==> src/rtl/core/pid_position_controller_macros.svh <==
// Assertion macros for the PID position controller.
`ifndef PID_POSITION_CONTROLLER_MACROS_SVH
`define PID_POSITION_CONTROLLER_MACROS_SVH

`ifndef ASSERT_OFF
// Check a property on every rising edge outside reset.
`define PIDPC_ASSERT(lbl, clk, rstn, prop) \
	lbl: assert property (@(posedge clk) disable iff (!rstn) (prop)) \
		else $error("pid_position_controller assertion failed");
// Check that a condition is followed in the next cycle by another.
`define PIDPC_ASSERT_NEXT(lbl, clk, rstn, ante, cons) \
	lbl: assert property (@(posedge clk) disable iff (!rstn) (ante) |=> (cons)) \
		else $error("pid_position_controller sequencing assertion failed");
`else
`define PIDPC_ASSERT(lbl, clk, rstn, prop)
`define PIDPC_ASSERT_NEXT(lbl, clk, rstn, ante, cons)
`endif

`endif

==> src/rtl/core/pidpc_pkg.sv <==
// Shared types, constants and fixed-point helpers of the PID position controller.
`default_nettype none

package pidpc_pkg;

	localparam int GAIN_FRAC_BITS = 16;
	localparam int OUT_FRAC_BITS  = 16;

	localparam int DIST_W     = 16;
	localparam int GAIN_W     = 24;
	localparam int TICKS_W    = 24;
	localparam int OUT_W      = 48;
	localparam int CFG_DATA_W = 24;

	localparam int PROD_W = DIST_W + GAIN_W;
	localparam int SHL    = (GAIN_FRAC_BITS < OUT_FRAC_BITS) ? OUT_FRAC_BITS - GAIN_FRAC_BITS : 0;
	localparam int SHR    = (GAIN_FRAC_BITS > OUT_FRAC_BITS) ? GAIN_FRAC_BITS - OUT_FRAC_BITS : 0;
	localparam int MAG_W  = PROD_W + SHL;
	localparam int TERM_W = MAG_W + 1;
	localparam int ACC_W  = ((TERM_W > OUT_W) ? TERM_W : OUT_W) + 2;
	localparam int CNT_W  = $clog2(MAG_W + 1);

	localparam logic [DIST_W-1:0] SETPOINT_RST = 16'd30;
	localparam logic [GAIN_W-1:0] KP_RST       = 24'd65536;
	localparam logic [GAIN_W-1:0] KI_RST       = 24'd655;
	localparam logic [GAIN_W-1:0] KD_RST       = 24'd262144;

	localparam logic signed [OUT_W-1:0] OUT_MAX = {1'b0, {(OUT_W-1){1'b1}}};
	localparam logic signed [OUT_W-1:0] OUT_MIN = {1'b1, {(OUT_W-1){1'b0}}};

	typedef enum logic [1:0] {
		CFG_SETPOINT = 2'd0,
		CFG_KP       = 2'd1,
		CFG_KI       = 2'd2,
		CFG_KD       = 2'd3
	} cfg_idx_t;

	// Bring a gain product to the output fraction bits, truncating.
	function automatic logic [MAG_W-1:0] conv_mag(input logic [PROD_W-1:0] prod);
		logic [MAG_W-1:0] ext;
		ext = MAG_W'(prod);
		return (ext << SHL) >> SHR;
	endfunction

	// Apply a sign to a magnitude.
	function automatic logic signed [TERM_W-1:0] to_term(input logic [MAG_W-1:0] mag,
			input logic neg);
		logic signed [TERM_W-1:0] t;
		t = signed'({1'b0, mag});
		return neg ? -t : t;
	endfunction

	// Clamp to the signed output range.
	function automatic logic signed [OUT_W-1:0] sat_out(input logic signed [ACC_W-1:0] v);
		logic signed [OUT_W-1:0] r;
		if (v > ACC_W'(OUT_MAX)) begin
			r = OUT_MAX;
		end else if (v < ACC_W'(OUT_MIN)) begin
			r = OUT_MIN;
		end else begin
			r = v[OUT_W-1:0];
		end
		return r;
	endfunction

endpackage

`default_nettype wire

==> src/rtl/core/pidpc_ifs.sv <==
// Valid/ready channel interfaces for measurement requests and drive results.
`default_nettype none

interface pidpc_in_if;
	logic                          valid;
	logic                          ready;
	logic [pidpc_pkg::DIST_W-1:0]  measured_distance;
	logic [pidpc_pkg::TICKS_W-1:0] elapsed_ticks;

	modport source (output valid, output measured_distance, output elapsed_ticks, input ready);
	modport sink (input valid, input measured_distance, input elapsed_ticks, output ready);
endinterface

interface pidpc_out_if;
	logic                               valid;
	logic                               ready;
	logic signed [pidpc_pkg::OUT_W-1:0] drive_value;
	logic                               zero_interval;

	modport source (output valid, output drive_value, output zero_interval, input ready);
	modport sink (input valid, input drive_value, input zero_interval, output ready);
endinterface

`default_nettype wire

==> src/rtl/core/pid_position_controller.sv <==
// Top level of the PID position controller with derivative on measurement.
//
// Usage:
//   meas carries one request per measurement: measured_distance and the
//   elapsed_ticks since the previous one. cmd returns exactly one result per
//   request: drive_value = P + I + D (signed, 16 fraction bits, saturated to
//   48 bits) and zero_interval, set when elapsed_ticks was zero.
//   Gains and setpoint are written through cfg_wr_en/cfg_index/cfg_data while
//   no request is in flight.
// Sequencing:
//   An accepted request steps through ST_MUL_P, ST_MUL_I, ST_MUL_D and
//   ST_DIV_LOAD, then through ST_DIV unless elapsed_ticks is zero (the
//   derivative division in the 40-step bit-serial divider), and ends in
//   ST_SUM. The three gain products go one after another through a single
//   multiplier. meas.ready is high only while the sequencer is idle, so a
//   new request waits until the previous one has left ST_SUM.
// Reset:
//   arst_n clears the integral and the previous distance to zero and loads
//   the default setpoint and gains.
// Stalls:
//   The result sits in an output register until cmd.ready takes it; a new
//   request is accepted meanwhile and waits at its final sum if the
//   register is still full.
`default_nettype none
`include "pid_position_controller_macros.svh"

module pid_position_controller (
	input  wire logic                             clk,
	input  wire logic                             arst_n,
	pidpc_in_if.sink                              meas,
	pidpc_out_if.source                           cmd,
	input  wire logic                             cfg_wr_en,
	input  wire pidpc_pkg::cfg_idx_t              cfg_index,
	input  wire logic [pidpc_pkg::CFG_DATA_W-1:0] cfg_data
);
	import pidpc_pkg::*;

	typedef enum logic [2:0] {
		ST_IDLE,
		ST_MUL_P,
		ST_MUL_I,
		ST_MUL_D,
		ST_DIV_LOAD,
		ST_DIV,
		ST_SUM
	} state_t;

	state_t state_q;

	// Configuration
	logic [DIST_W-1:0] setpoint_q;
	logic [GAIN_W-1:0] kp_q;
	logic [GAIN_W-1:0] ki_q;
	logic [GAIN_W-1:0] kd_q;

	// Persistent controller state
	logic signed [OUT_W-1:0] integral_q;
	logic [DIST_W-1:0]       prev_q;

	// Per-request working registers
	logic [DIST_W-1:0]        meas_q;
	logic [TICKS_W-1:0]       ticks_q;
	logic                     err_neg_q;
	logic [DIST_W-1:0]        err_mag_q;
	logic                     diff_neg_q;
	logic [DIST_W-1:0]        diff_mag_q;
	logic signed [TERM_W-1:0] p_q;
	logic signed [TERM_W-1:0] d_q;

	// Output register
	logic                    out_valid_q;
	logic signed [OUT_W-1:0] drive_q;
	logic                    zero_q;

	logic                     accept;
	logic signed [DIST_W:0]   err_in;
	logic signed [DIST_W:0]   diff_in;
	logic [DIST_W-1:0]        mul_a;
	logic [GAIN_W-1:0]        mul_b;
	logic [PROD_W-1:0]        prod;
	logic [MAG_W-1:0]         prod_mag;
	logic signed [TERM_W-1:0] i_term;
	logic signed [ACC_W-1:0]  integral_next;
	logic signed [ACC_W-1:0]  total;
	logic                     div_start;
	logic                     div_done;
	logic [MAG_W-1:0]         quotient;
	logic                     out_free;

	assign meas.ready = (state_q == ST_IDLE);
	assign accept     = meas.valid && meas.ready;

	// Signed differences of the incoming measurement
	assign err_in  = signed'({1'b0, meas.measured_distance}) - signed'({1'b0, setpoint_q});
	assign diff_in = signed'({1'b0, meas.measured_distance}) - signed'({1'b0, prev_q});

	// Route the right difference and gain to the shared multiplier
	always_comb begin
		case (state_q)
			ST_MUL_P: begin
				mul_a = err_mag_q;
				mul_b = kp_q;
			end
			ST_MUL_I: begin
				mul_a = err_mag_q;
				mul_b = ki_q;
			end
			ST_MUL_D: begin
				mul_a = diff_mag_q;
				mul_b = kd_q;
			end
			default: begin
				mul_a = '0;
				mul_b = '0;
			end
		endcase
	end

	pidpc_mul u_mul (
		.clk    (clk),
		.a      (mul_a),
		.b      (mul_b),
		.prod_q (prod)
	);

	assign prod_mag      = conv_mag(prod);
	assign i_term        = to_term(prod_mag, err_neg_q);
	assign integral_next = ACC_W'(integral_q) + ACC_W'(i_term);
	assign total         = ACC_W'(p_q) + ACC_W'(integral_q) + ACC_W'(d_q);

	// Skip the divider entirely on a zero interval
	assign div_start = (state_q == ST_DIV_LOAD) && (ticks_q != '0);

	pidpc_div u_div (
		.clk      (clk),
		.arst_n   (arst_n),
		.start    (div_start),
		.dividend (prod_mag),
		.divisor  (ticks_q),
		.done_q   (div_done),
		.quo_q    (quotient)
	);

	assign out_free = !out_valid_q || cmd.ready;

	assign cmd.valid         = out_valid_q;
	assign cmd.drive_value   = drive_q;
	assign cmd.zero_interval = zero_q;

	// Sequencer with its state registers and registered outputs
	always_ff @(posedge clk or negedge arst_n) begin
		if (!arst_n) begin
			state_q     <= ST_IDLE;
			setpoint_q  <= SETPOINT_RST;
			kp_q        <= KP_RST;
			ki_q        <= KI_RST;
			kd_q        <= KD_RST;
			integral_q  <= '0;
			prev_q      <= '0;
			out_valid_q <= 1'b0;
		end else begin
			// Load the output register from the final sum, else drop a taken result
			if ((state_q == ST_SUM) && out_free) begin
				out_valid_q <= 1'b1;
			end else if (cmd.ready) begin
				out_valid_q <= 1'b0;
			end
			if (cfg_wr_en) begin
				case (cfg_index)
					CFG_SETPOINT: setpoint_q <= cfg_data[DIST_W-1:0];
					CFG_KP:       kp_q       <= cfg_data[GAIN_W-1:0];
					CFG_KI:       ki_q       <= cfg_data[GAIN_W-1:0];
					CFG_KD:       kd_q       <= cfg_data[GAIN_W-1:0];
					default: ;
				endcase
			end
			case (state_q)
				ST_IDLE: begin
					if (accept) begin
						state_q <= ST_MUL_P;
					end
				end
				ST_MUL_P: state_q <= ST_MUL_I;
				ST_MUL_I: state_q <= ST_MUL_D;
				ST_MUL_D: begin
					// Product holds the integral term now
					integral_q <= sat_out(integral_next);
					state_q    <= ST_DIV_LOAD;
				end
				ST_DIV_LOAD: begin
					state_q <= (ticks_q == '0) ? ST_SUM : ST_DIV;
				end
				ST_DIV: begin
					if (div_done) begin
						state_q <= ST_SUM;
					end
				end
				ST_SUM: begin
					// Hold until the output register is free
					if (out_free) begin
						prev_q  <= meas_q;
						state_q <= ST_IDLE;
					end
				end
				default: state_q <= ST_IDLE;
			endcase
		end
	end

	// Working payload registers
	always_ff @(posedge clk) begin
		if (accept) begin
			meas_q     <= meas.measured_distance;
			ticks_q    <= meas.elapsed_ticks;
			err_neg_q  <= err_in[DIST_W];
			err_mag_q  <= err_in[DIST_W] ? DIST_W'(-err_in) : err_in[DIST_W-1:0];
			diff_neg_q <= diff_in[DIST_W];
			diff_mag_q <= diff_in[DIST_W] ? DIST_W'(-diff_in) : diff_in[DIST_W-1:0];
		end
		if (state_q == ST_MUL_I) begin
			p_q <= to_term(prod_mag, err_neg_q);
		end
		if (state_q == ST_DIV_LOAD && ticks_q == '0) begin
			d_q <= '0;
		end
		if (state_q == ST_DIV && div_done) begin
			d_q <= to_term(quotient, diff_neg_q);
		end
		if (state_q == ST_SUM && out_free) begin
			drive_q <= sat_out(total);
			zero_q  <= (ticks_q == '0);
		end
	end

	// A request blocks further requests until its result is formed
	`PIDPC_ASSERT_NEXT(a_busy_after_accept, clk, arst_n, accept, !meas.ready)
	// A result only appears out of the final sum step
	`PIDPC_ASSERT(a_result_from_sum, clk, arst_n,
		!$rose(out_valid_q) || ($past(state_q) == ST_SUM))
	// A zero interval bypasses the divider
	`PIDPC_ASSERT_NEXT(a_zero_skips_div, clk, arst_n,
		(state_q == ST_DIV_LOAD) && (ticks_q == '0), state_q == ST_SUM)
	// The divider finishes only while the sequencer waits for it
	`PIDPC_ASSERT(a_div_done_in_div, clk, arst_n, !div_done || (state_q == ST_DIV))

endmodule

`default_nettype wire

==> src/rtl/core/pidpc_mul.sv <==
// Shared unsigned distance-by-gain multiplier with a registered product.
`default_nettype none

module pidpc_mul (
	input  wire logic                         clk,
	input  wire logic [pidpc_pkg::DIST_W-1:0] a,
	input  wire logic [pidpc_pkg::GAIN_W-1:0] b,
	output logic      [pidpc_pkg::PROD_W-1:0] prod_q
);
	import pidpc_pkg::*;

	always_ff @(posedge clk) begin
		prod_q <= PROD_W'(a) * PROD_W'(b);
	end

endmodule

`default_nettype wire

==> src/rtl/core/pidpc_div.sv <==
// Restoring divider, one quotient bit per cycle.
`default_nettype none

module pidpc_div (
	input  wire logic                          clk,
	input  wire logic                          arst_n,
	input  wire logic                          start,
	input  wire logic [pidpc_pkg::MAG_W-1:0]   dividend,
	input  wire logic [pidpc_pkg::TICKS_W-1:0] divisor,
	output logic                               done_q,
	output logic      [pidpc_pkg::MAG_W-1:0]   quo_q
);
	import pidpc_pkg::*;

	logic [TICKS_W-1:0] rem_q;
	logic [TICKS_W-1:0] dvs_q;
	logic [CNT_W-1:0]   cnt_q;
	logic               busy_q;
	logic [TICKS_W:0]   trial;
	logic               fits;

	assign trial = {rem_q, quo_q[MAG_W-1]};
	assign fits  = trial >= {1'b0, dvs_q};

	always_ff @(posedge clk or negedge arst_n) begin
		if (!arst_n) begin
			busy_q <= 1'b0;
			done_q <= 1'b0;
			cnt_q  <= '0;
		end else begin
			done_q <= 1'b0;
			if (start) begin
				busy_q <= 1'b1;
				cnt_q  <= CNT_W'(MAG_W);
			end else if (busy_q) begin
				cnt_q <= cnt_q - CNT_W'(1);
				if (cnt_q == CNT_W'(1)) begin
					busy_q <= 1'b0;
					done_q <= 1'b1;
				end
			end
		end
	end

	// Shift the dividend out and the quotient in through one register.
	always_ff @(posedge clk) begin
		if (start) begin
			quo_q <= dividend;
			rem_q <= '0;
			dvs_q <= divisor;
		end else if (busy_q) begin
			quo_q <= {quo_q[MAG_W-2:0], fits};
			rem_q <= fits ? TICKS_W'(trial - {1'b0, dvs_q}) : trial[TICKS_W-1:0];
		end
	end

endmodule

`default_nettype wire

==> src/flat_wrapper.sv <==
// flat-port wrapper written by rule: the top's interface ports become plain ports
module pid_position_controller_flat import pidpc_pkg::*;
  (clk, arst_n, cfg_wr_en, cfg_index, cfg_data, meas_valid, meas_measured_distance, meas_elapsed_ticks, meas_ready, cmd_valid, cmd_drive_value, cmd_zero_interval, cmd_ready);
  pidpc_in_if meas_i ();
  pidpc_out_if cmd_i ();
  input  wire logic clk;
  input  wire logic arst_n;
  input  wire logic cfg_wr_en;
  input  wire pidpc_pkg::cfg_idx_t cfg_index;
  input  wire logic [pidpc_pkg::CFG_DATA_W-1:0] cfg_data;
  input wire logic [$bits(meas_i.valid)-1:0] meas_valid;
  input wire logic [$bits(meas_i.measured_distance)-1:0] meas_measured_distance;
  input wire logic [$bits(meas_i.elapsed_ticks)-1:0] meas_elapsed_ticks;
  output wire logic [$bits(meas_i.ready)-1:0] meas_ready;
  output wire logic [$bits(cmd_i.valid)-1:0] cmd_valid;
  output wire logic [$bits(cmd_i.drive_value)-1:0] cmd_drive_value;
  output wire logic [$bits(cmd_i.zero_interval)-1:0] cmd_zero_interval;
  input wire logic [$bits(cmd_i.ready)-1:0] cmd_ready;
  assign meas_i.valid = meas_valid;
  assign meas_i.measured_distance = meas_measured_distance;
  assign meas_i.elapsed_ticks = meas_elapsed_ticks;
  assign meas_ready = meas_i.ready;
  assign cmd_valid = cmd_i.valid;
  assign cmd_drive_value = cmd_i.drive_value;
  assign cmd_zero_interval = cmd_i.zero_interval;
  assign cmd_i.ready = cmd_ready;
  pid_position_controller u_core (.clk(clk), .arst_n(arst_n), .meas(meas_i), .cmd(cmd_i), .cfg_wr_en(cfg_wr_en), .cfg_index(cfg_index), .cfg_data(cfg_data));
endmodule
==> config.mk <==
export PLATFORM = sky130hd
export DESIGN_NAME = pid_position_controller_flat
export DESIGN_NICKNAME = d
export VERILOG_FILES = /design/src/rtl/core/pidpc_pkg.sv /design/src/rtl/core/pidpc_ifs.sv /design/src/rtl/core/pid_position_controller.sv /design/src/rtl/core/pidpc_mul.sv /design/src/rtl/core/pidpc_div.sv /design/src/flat_wrapper.sv
export VERILOG_INCLUDE_DIRS = /design/src /design/src/rtl/core
export SDC_FILE = /design/constraint.sdc
export NUM_CORES = 2
export LEC_CHECK = 0
export ABC_CLOCK_PERIOD_IN_PS = 10060
export BUFFER_PORTS_ARGS = -buffer_cell sky130_fd_sc_hd__buf_2
export CAP_MARGIN = 20
export CORE_UTILIZATION = 55
export CTS_CLUSTER_DIAMETER = 40
export DETAILED_ROUTE_END_ITERATION = 16
export PLACE_DENSITY_LB_ADDON = 0.08
export SLEW_MARGIN = 15
export SYNTH_ARGS = -nofsm -noshare
export SYNTH_HDL_FRONTEND = slang
export SYNTH_SLANG_ARGS = --single-unit
==> constraint.sdc <==
create_clock -name clk -period 10.06 [get_ports clk]
set_input_delay 1.006 -clock clk [delete_from_list [all_inputs] [get_ports clk]]
set_output_delay 1.006 -clock clk [all_outputs]
set_load 0.005 [all_outputs]
Word-level counts from Yosys, hierarchy flattened
Cells that the tools add are included.
{ "word_totals": {"regBits": 497, "latch_bits": 0, "ram_bits": 0, "rom_bits": 0, "input_bits": 71, "out_inout_bits": 51, "elab_cells": 105, "n_memories": 0} }
{ "op_classes": {"add_sub_neg": 11, "mul": 1, "div_mod_pow": 0, "magnitude_cmp": 5, "eq_ne": 13, "shift": 0, "n_mux": 29, "n_bitwise": 0, "reduce_logical": 21} }
{ "ops": {"columns": ["cell", "count"], "rows": [
  ["two-way mux 41 bit", 4],
  ["two-way mux 48 bit", 3],
  ["greater-than comparator 50 x 48 -> 1 bit, second input constant", 2],
  ["< comparator 50 x 48 -> 1 bit, second input constant", 2],
  ["negation 40 -> 41 bit", 2],
  ["two-way mux 40 bit", 2],
  ["one-hot mux 24 bit (3 select lines)", 1],
  ["adder 49 x 41 -> 50 bit", 1],
  ["adder 41 x 48 -> 49 bit", 1],
  ["adder 48 x 41 -> 49 bit", 1],
  ["multiplier 16 x 24 -> 40 bit", 1],
  ["subtractor 16 x 16 -> 17 bit", 2],
  ["two-way mux 16 bit", 2],
  ["negation 16 bit", 2],
  ["one-hot mux 16 bit (2 select lines)", 1],
  [">= comparator 25 x 24 -> 1 bit", 1],
  ["logical NOT 24 bit", 1],
  ["two-way mux 24 bit", 1],
  ["nonzero test 24 bit", 1],
  ["subtractor 24 bit", 1],
  ["one-hot mux 3 bit (7 select lines)", 1],
  ["two-way mux 6 bit", 2],
  ["AND reduction 2 bit", 5],
  ["equality test 3 bit, second input constant", 3],
  ["19 further kinds", 37]
]} }

Logic depth before layout (Yosys ltp)
{ "depth": {"word_depth": 6, "ltp_mapped": 33, "depth_no_buf": 28} }

Cells and area by module
A second synthesis with hierarchy kept.
{ "unflattened": {"cells_unflattened": 4384, "hier_area_um2": 42527.0} }
{ "modules_own_cells": {"columns": ["module", "instances", "cells_per_inst", "area_per_inst_um2", "seq_area_each_um2"], "rows": [
  ["pid_position_controller", 1, 2416, 24040.6, 10074.7],
  ["pidpc_mul", 1, 1489, 13168.9, 800.8],
  ["pidpc_div", 1, 479, 5317.6, 2602.5]
]} }

Worst setup path before layout
OpenSTA, ideal clock, no wires.
{ "synth_timing": {"path_kind": "reg2reg", "start": "register u_core.state_q[1]", "end": "register u_core.u_mul.prod_q[38] (netlist name)", "setup_ns": 0.072, "arrival_time_ns": 7.561, "required_ns": 9.988, "slack_ns": 2.427, "path_stages_with_launch": 31, "n_path_buf": 5, "synth_period_minus_slack_ns": 7.633, "cell_sequence": "dfrtp_1 > clkbuf_1 > nor2b_1 > clkbuf_1 > inv_1 > a21oi_1 > clkbuf_1 > buf_1 > a22o_1 > clkbuf_1 > nand2_1 > fa_1 > inv_1 > fa_1 > fa_1 > fa_1 > fa_1 > inv_1 > fa_1 > inv_1 > ha_1 > a21o_1 > a21o_1 > a21o_1 > or2_2 > o221ai_1 > a211oi_1 > o31ai_1 > o21ai_0 > a21oi_1 > xnor2_1"} }
{ "synth_via": {"elab_chain_cells": 4, "word_cells_on_any_way": 7, "cone_classes": "1 x mul; 3 x eq/ne; 2 x mux; 1 x reduce/logical"} }
{ "synth_lines": {"columns": ["element", "line_no", "source"], "rows": [
  ["start: declaration", "pid_position_controller.sv:48", "state_t state_q;"],
  ["start signal: assignment", "pid_position_controller.sv:191", "state_q <= (ticks_q == '0) ? ST_SUM : ST_DIV;"],
  ["equality test 3 x 1 -> 1 bit or equality test 3 x 2 -> 1 bit (tied branches)", "pid_position_controller.sv:99", "case (state_q)"],
  ["OR reduction 2 bit (no source line)", null, null],
  ["one-hot mux 16 bit (2 select lines)", "pid_position_controller.sv:99", null],
  ["multiplier 16 x 24 -> 40 bit (*)", "pidpc_mul.sv:13", "prod_q <= PROD_W'(a) * PROD_W'(b);"],
  ["end signal: assignment", "pidpc_mul.sv:13", null],
  ["end: declaration", "pidpc_mul.sv:8", "output logic [pidpc_pkg::PROD_W-1:0] prod_q"]
]} }
Mark *: on every way between the ends. The rest lies on a longest branch, timed or not.
A chain may end at the register's enable or synchronous reset.

Final worst setup path
Ends and elaborated chain as after synthesis.

==> reports/qor.txt <==
Status: finished, final reports clean
Crit path top cell by count: fa_1
Period utilization: 87.9%
Detailed placement HPWL: 84900 µm
Synthesis-to-layout area growth: 11.3%
Clock Root Buffer: clkbuf_16
Number of distinct standard cells referenced by the synthesized netlist: 81
Count of flip-flops with a built-in enable after synthesis: 269
Clock latency reported for the late side of the worst-skew pair: 660 ps
Count of warnings emitted by yosys: 0
Total of fill cells in the finished design: 6359
Achievable Freq: 0.113 GHz
Main combinational cell family by area after synthesis: adder cells
Worst reg2reg setup slack: 1210 ps
Cell Count Post-Placement: 5310
Vias in the first global route: 31200
Actual slew at the worst max-slew pin: 1210 ps
Setup TNS: 0 ps
Sequential share of the synthesized area: 32.6%
Finish-stage setup viols: 0
Filler-free cell count of the finished design: 5469
Most instantiated library cell after synthesis: nand2_1
Wirelength, routed: 110000 µm
Fin Clk Skew: 79.3 ps
Violation count after the first detailed-routing iteration: 2399
Unrepaired setup endpoints after global routing: false
Kind of cell adding the most delay to the critical path: adder cells
Critical path endpoint category: flip-flop
Antenna Diode Count: 0
Top cell type's share of synthesized area: 19.5%
Average size of a mapped cell: 9.56 µm²
WP data arrival: 9370 ps
Router iterations before antenna repair: 5
Most used standard cells in the synthesized netlist: nand2_1 (599), inv_1 (477), fa_1 (359), nor2_1 (308), o21ai_0 (283)
Via count: 31400
Post-cts resize count: 0
Worst EP required: 10580 ps
GR Util All Layers: 29.1%
Count of state elements after synthesis: 497
CP startpoint kind: flip-flop
Asr flop ratio synth: 33.0%
Core Box Area: 74400 µm²
Wire length of the first global-routing pass: 174000 µm
Synthesized-area fraction occupied by and/or/nand/nor cells: 13.4%
Final GP Congestion: 0.921
Max-slew violation total from the final report: 0
Number of placed I/O pins: 122
Layout cells sized above 1: 10.6%
Final min period: 8850 ps
Classification of the worst-slack hold path: input pin to async pin
Share of synthesized area spent on multiplexers: 3.24%
Final routed DRC violation total: 0
CTS tree: built
Number of buffers inserted by hold repair at cts: 0
Cells after Synth: 4328
Clock Sink Count: 497
IO Port Bufs: 121
Post-Syn Area: 41400 µm²
Buffer count from post-CTS setup fixing: 0
Endpoints failing hold: 0
Pin count of the biggest net entering global routing: 81
Crit path max-delay cell type: a22o_1
Number of buffer and inverter stages on the critical path: 7
Die area: 76300 µm²
Via-to-Cell Ratio: 5.74
Type of the worst setup path: flip-flop to flip-flop
Clock-pin slew of the registers on the worst-case setup and hold paths: 60 ps
Number of max-cap violations: 0
Area share of xor/xnor cells in the synthesized design: 5.63%
Delay of the slowest critical-path stage: 820 ps
Net Count, Synth: 5028
Number of nets with antenna violations after detailed routing: 0
Total clock buffers created by CTS: 84
Antenna violations before repair: 2
Main area contributors after synthesis: edfxtp_1 (20%), fa_1 (17%), dfrtp_1 (9.2%), ha_1 (8.2%), nand2_1 (5.4%)
# rows: 100
WL/cell: 20.1 µm
Starting utilization of the core area: 55.6%
Net total in the final layout: 5128
Die height: 276 µm
Post-Synth Adder-Cell Area: 25.7%
Max-Slew Margin vs Limit: 19.5%
Maximum level of the CTS H-tree: 3
Die width: 276 µm
Remaining global-route overflow: 0
Maximum count of clock buffers along a single path: 3
Primary FF master, synth: edfxtp_1
CP Max Fanout: 35
Compound-Gate Fraction of Synth Area: 13.7%
Top cell type by total area after synthesis: edfxtp_1
cell usage in the layout, fill, tap and decap left out, types with 14 or more instances in the layout:
cell type	instances
buf_4	56
a21o_1	102
nor2b_1	18
nand2b_1	25
o21a_1	28
ha_1	270
clkbuf_16	85
and2_1	19
a31oi_1	29
inv_1	476
nand4_1	22
a211oi_1	24
nor2_1	305
o31ai_1	35
or3_1	34
o21ai_0	282
buf_2	120
nand3_1	47
xor2_1	96
a21boi_0	14
nand2_1	598
dfxtp_1	64
mux2i_1	19
o21bai_1	29
fa_1	359
and3_1	19
edfxtp_1	269
nor3_1	78
a22o_1	20
dfrtp_1	151
a22oi_1	24
or4_1	17
mux2_2	102
o41ai_1	15
a21oi_1	234
nor4_1	18
inv_6	16
xnor2_1	169
worst paths after layout:
path,cells past startpoint,end,from
setup / recovery,28,u_core.u_mul.prod_q[38]$_DFF_P_,u_core.state_q[1]$_DFFE_PN0P_
hold / removal,1,u_core.u_div.cnt_q[4]$_DFFE_PN0P_,arst_n
setup reg to reg,28,u_core.u_mul.prod_q[38]$_DFF_P_,u_core.state_q[1]$_DFFE_PN0P_
hold reg to reg,0,u_core.u_div.dvs_q[2]$_DFFE_PP_,u_core.ticks_q[2]$_DFFE_PP_
max in group asynchronous,3,u_core.setpoint_q[2]$_DFFE_PN1P_,arst_n
min in group clk,0,u_core.u_div.dvs_q[2]$_DFFE_PP_,u_core.ticks_q[2]$_DFFE_PP_
through the flow:
stage / setup WS [ps] / hold WS [ps] / utilization (%) / instance area [µm²]
floorplan: 2430 / 426 / - / 41400
global placement: 1460 / 430 / 57.9 / 43100
detailed placement: 1310 / 436 / 57.9 / 43100
CTS: 1200 / 255 / 61.8 / 46000
global route: 548 / 278 / 61.9 / 46000
finish: 1210 / 268 / 61.9 / 46000
logic make-up (layout without fill, tap and decap cells):
family          Yosys count  after routing
mux                     121            121
fa+ha+maj               634            634
simple gates           1252           1252
flops                   497            497
xor+xnor                266            266
buf+inv                 642            814
compound gates          916            916
flip-flops by register name, summed over array words and instances (netlist names), 40 cells and up:
| register | flops |
|---|---|
| u_core.u_div.quo_q | 40 |
| u_core.cmd.drive_value | 48 |
| u_core.p_q | 41 |
| u_core.integral_q | 48 |
| u_core.d_q | 41 |
| u_core.u_mul.prod_q | 40 |
metal layers:
metal	part of all wire, %	vias to the layer above	global-route usage, %
li1	-	14900	-
met1	44	15300	38.9
met2	47	926	48.0
met3	5.4	197	4.28
met4	3.7	0	11.1
met5	0	-	0
cell type report:
cell class,instances,area (µm²),share of cell area (%)
Timing Repair Buffer,178,1060,2.30
Sequential cell,497,13500,29.3
Multi-Input combinational cell,3189,25600,55.6
Clock buffer,103,2250,4.90
Inverter,478,1790,3.90
Clock inverter,55,664,1.44
Tap cell,969,1210,2.63
Power is left out: the tool's default activity adds up to more than one toggle a clock period on the data nets, which glitch-free logic cannot reach.
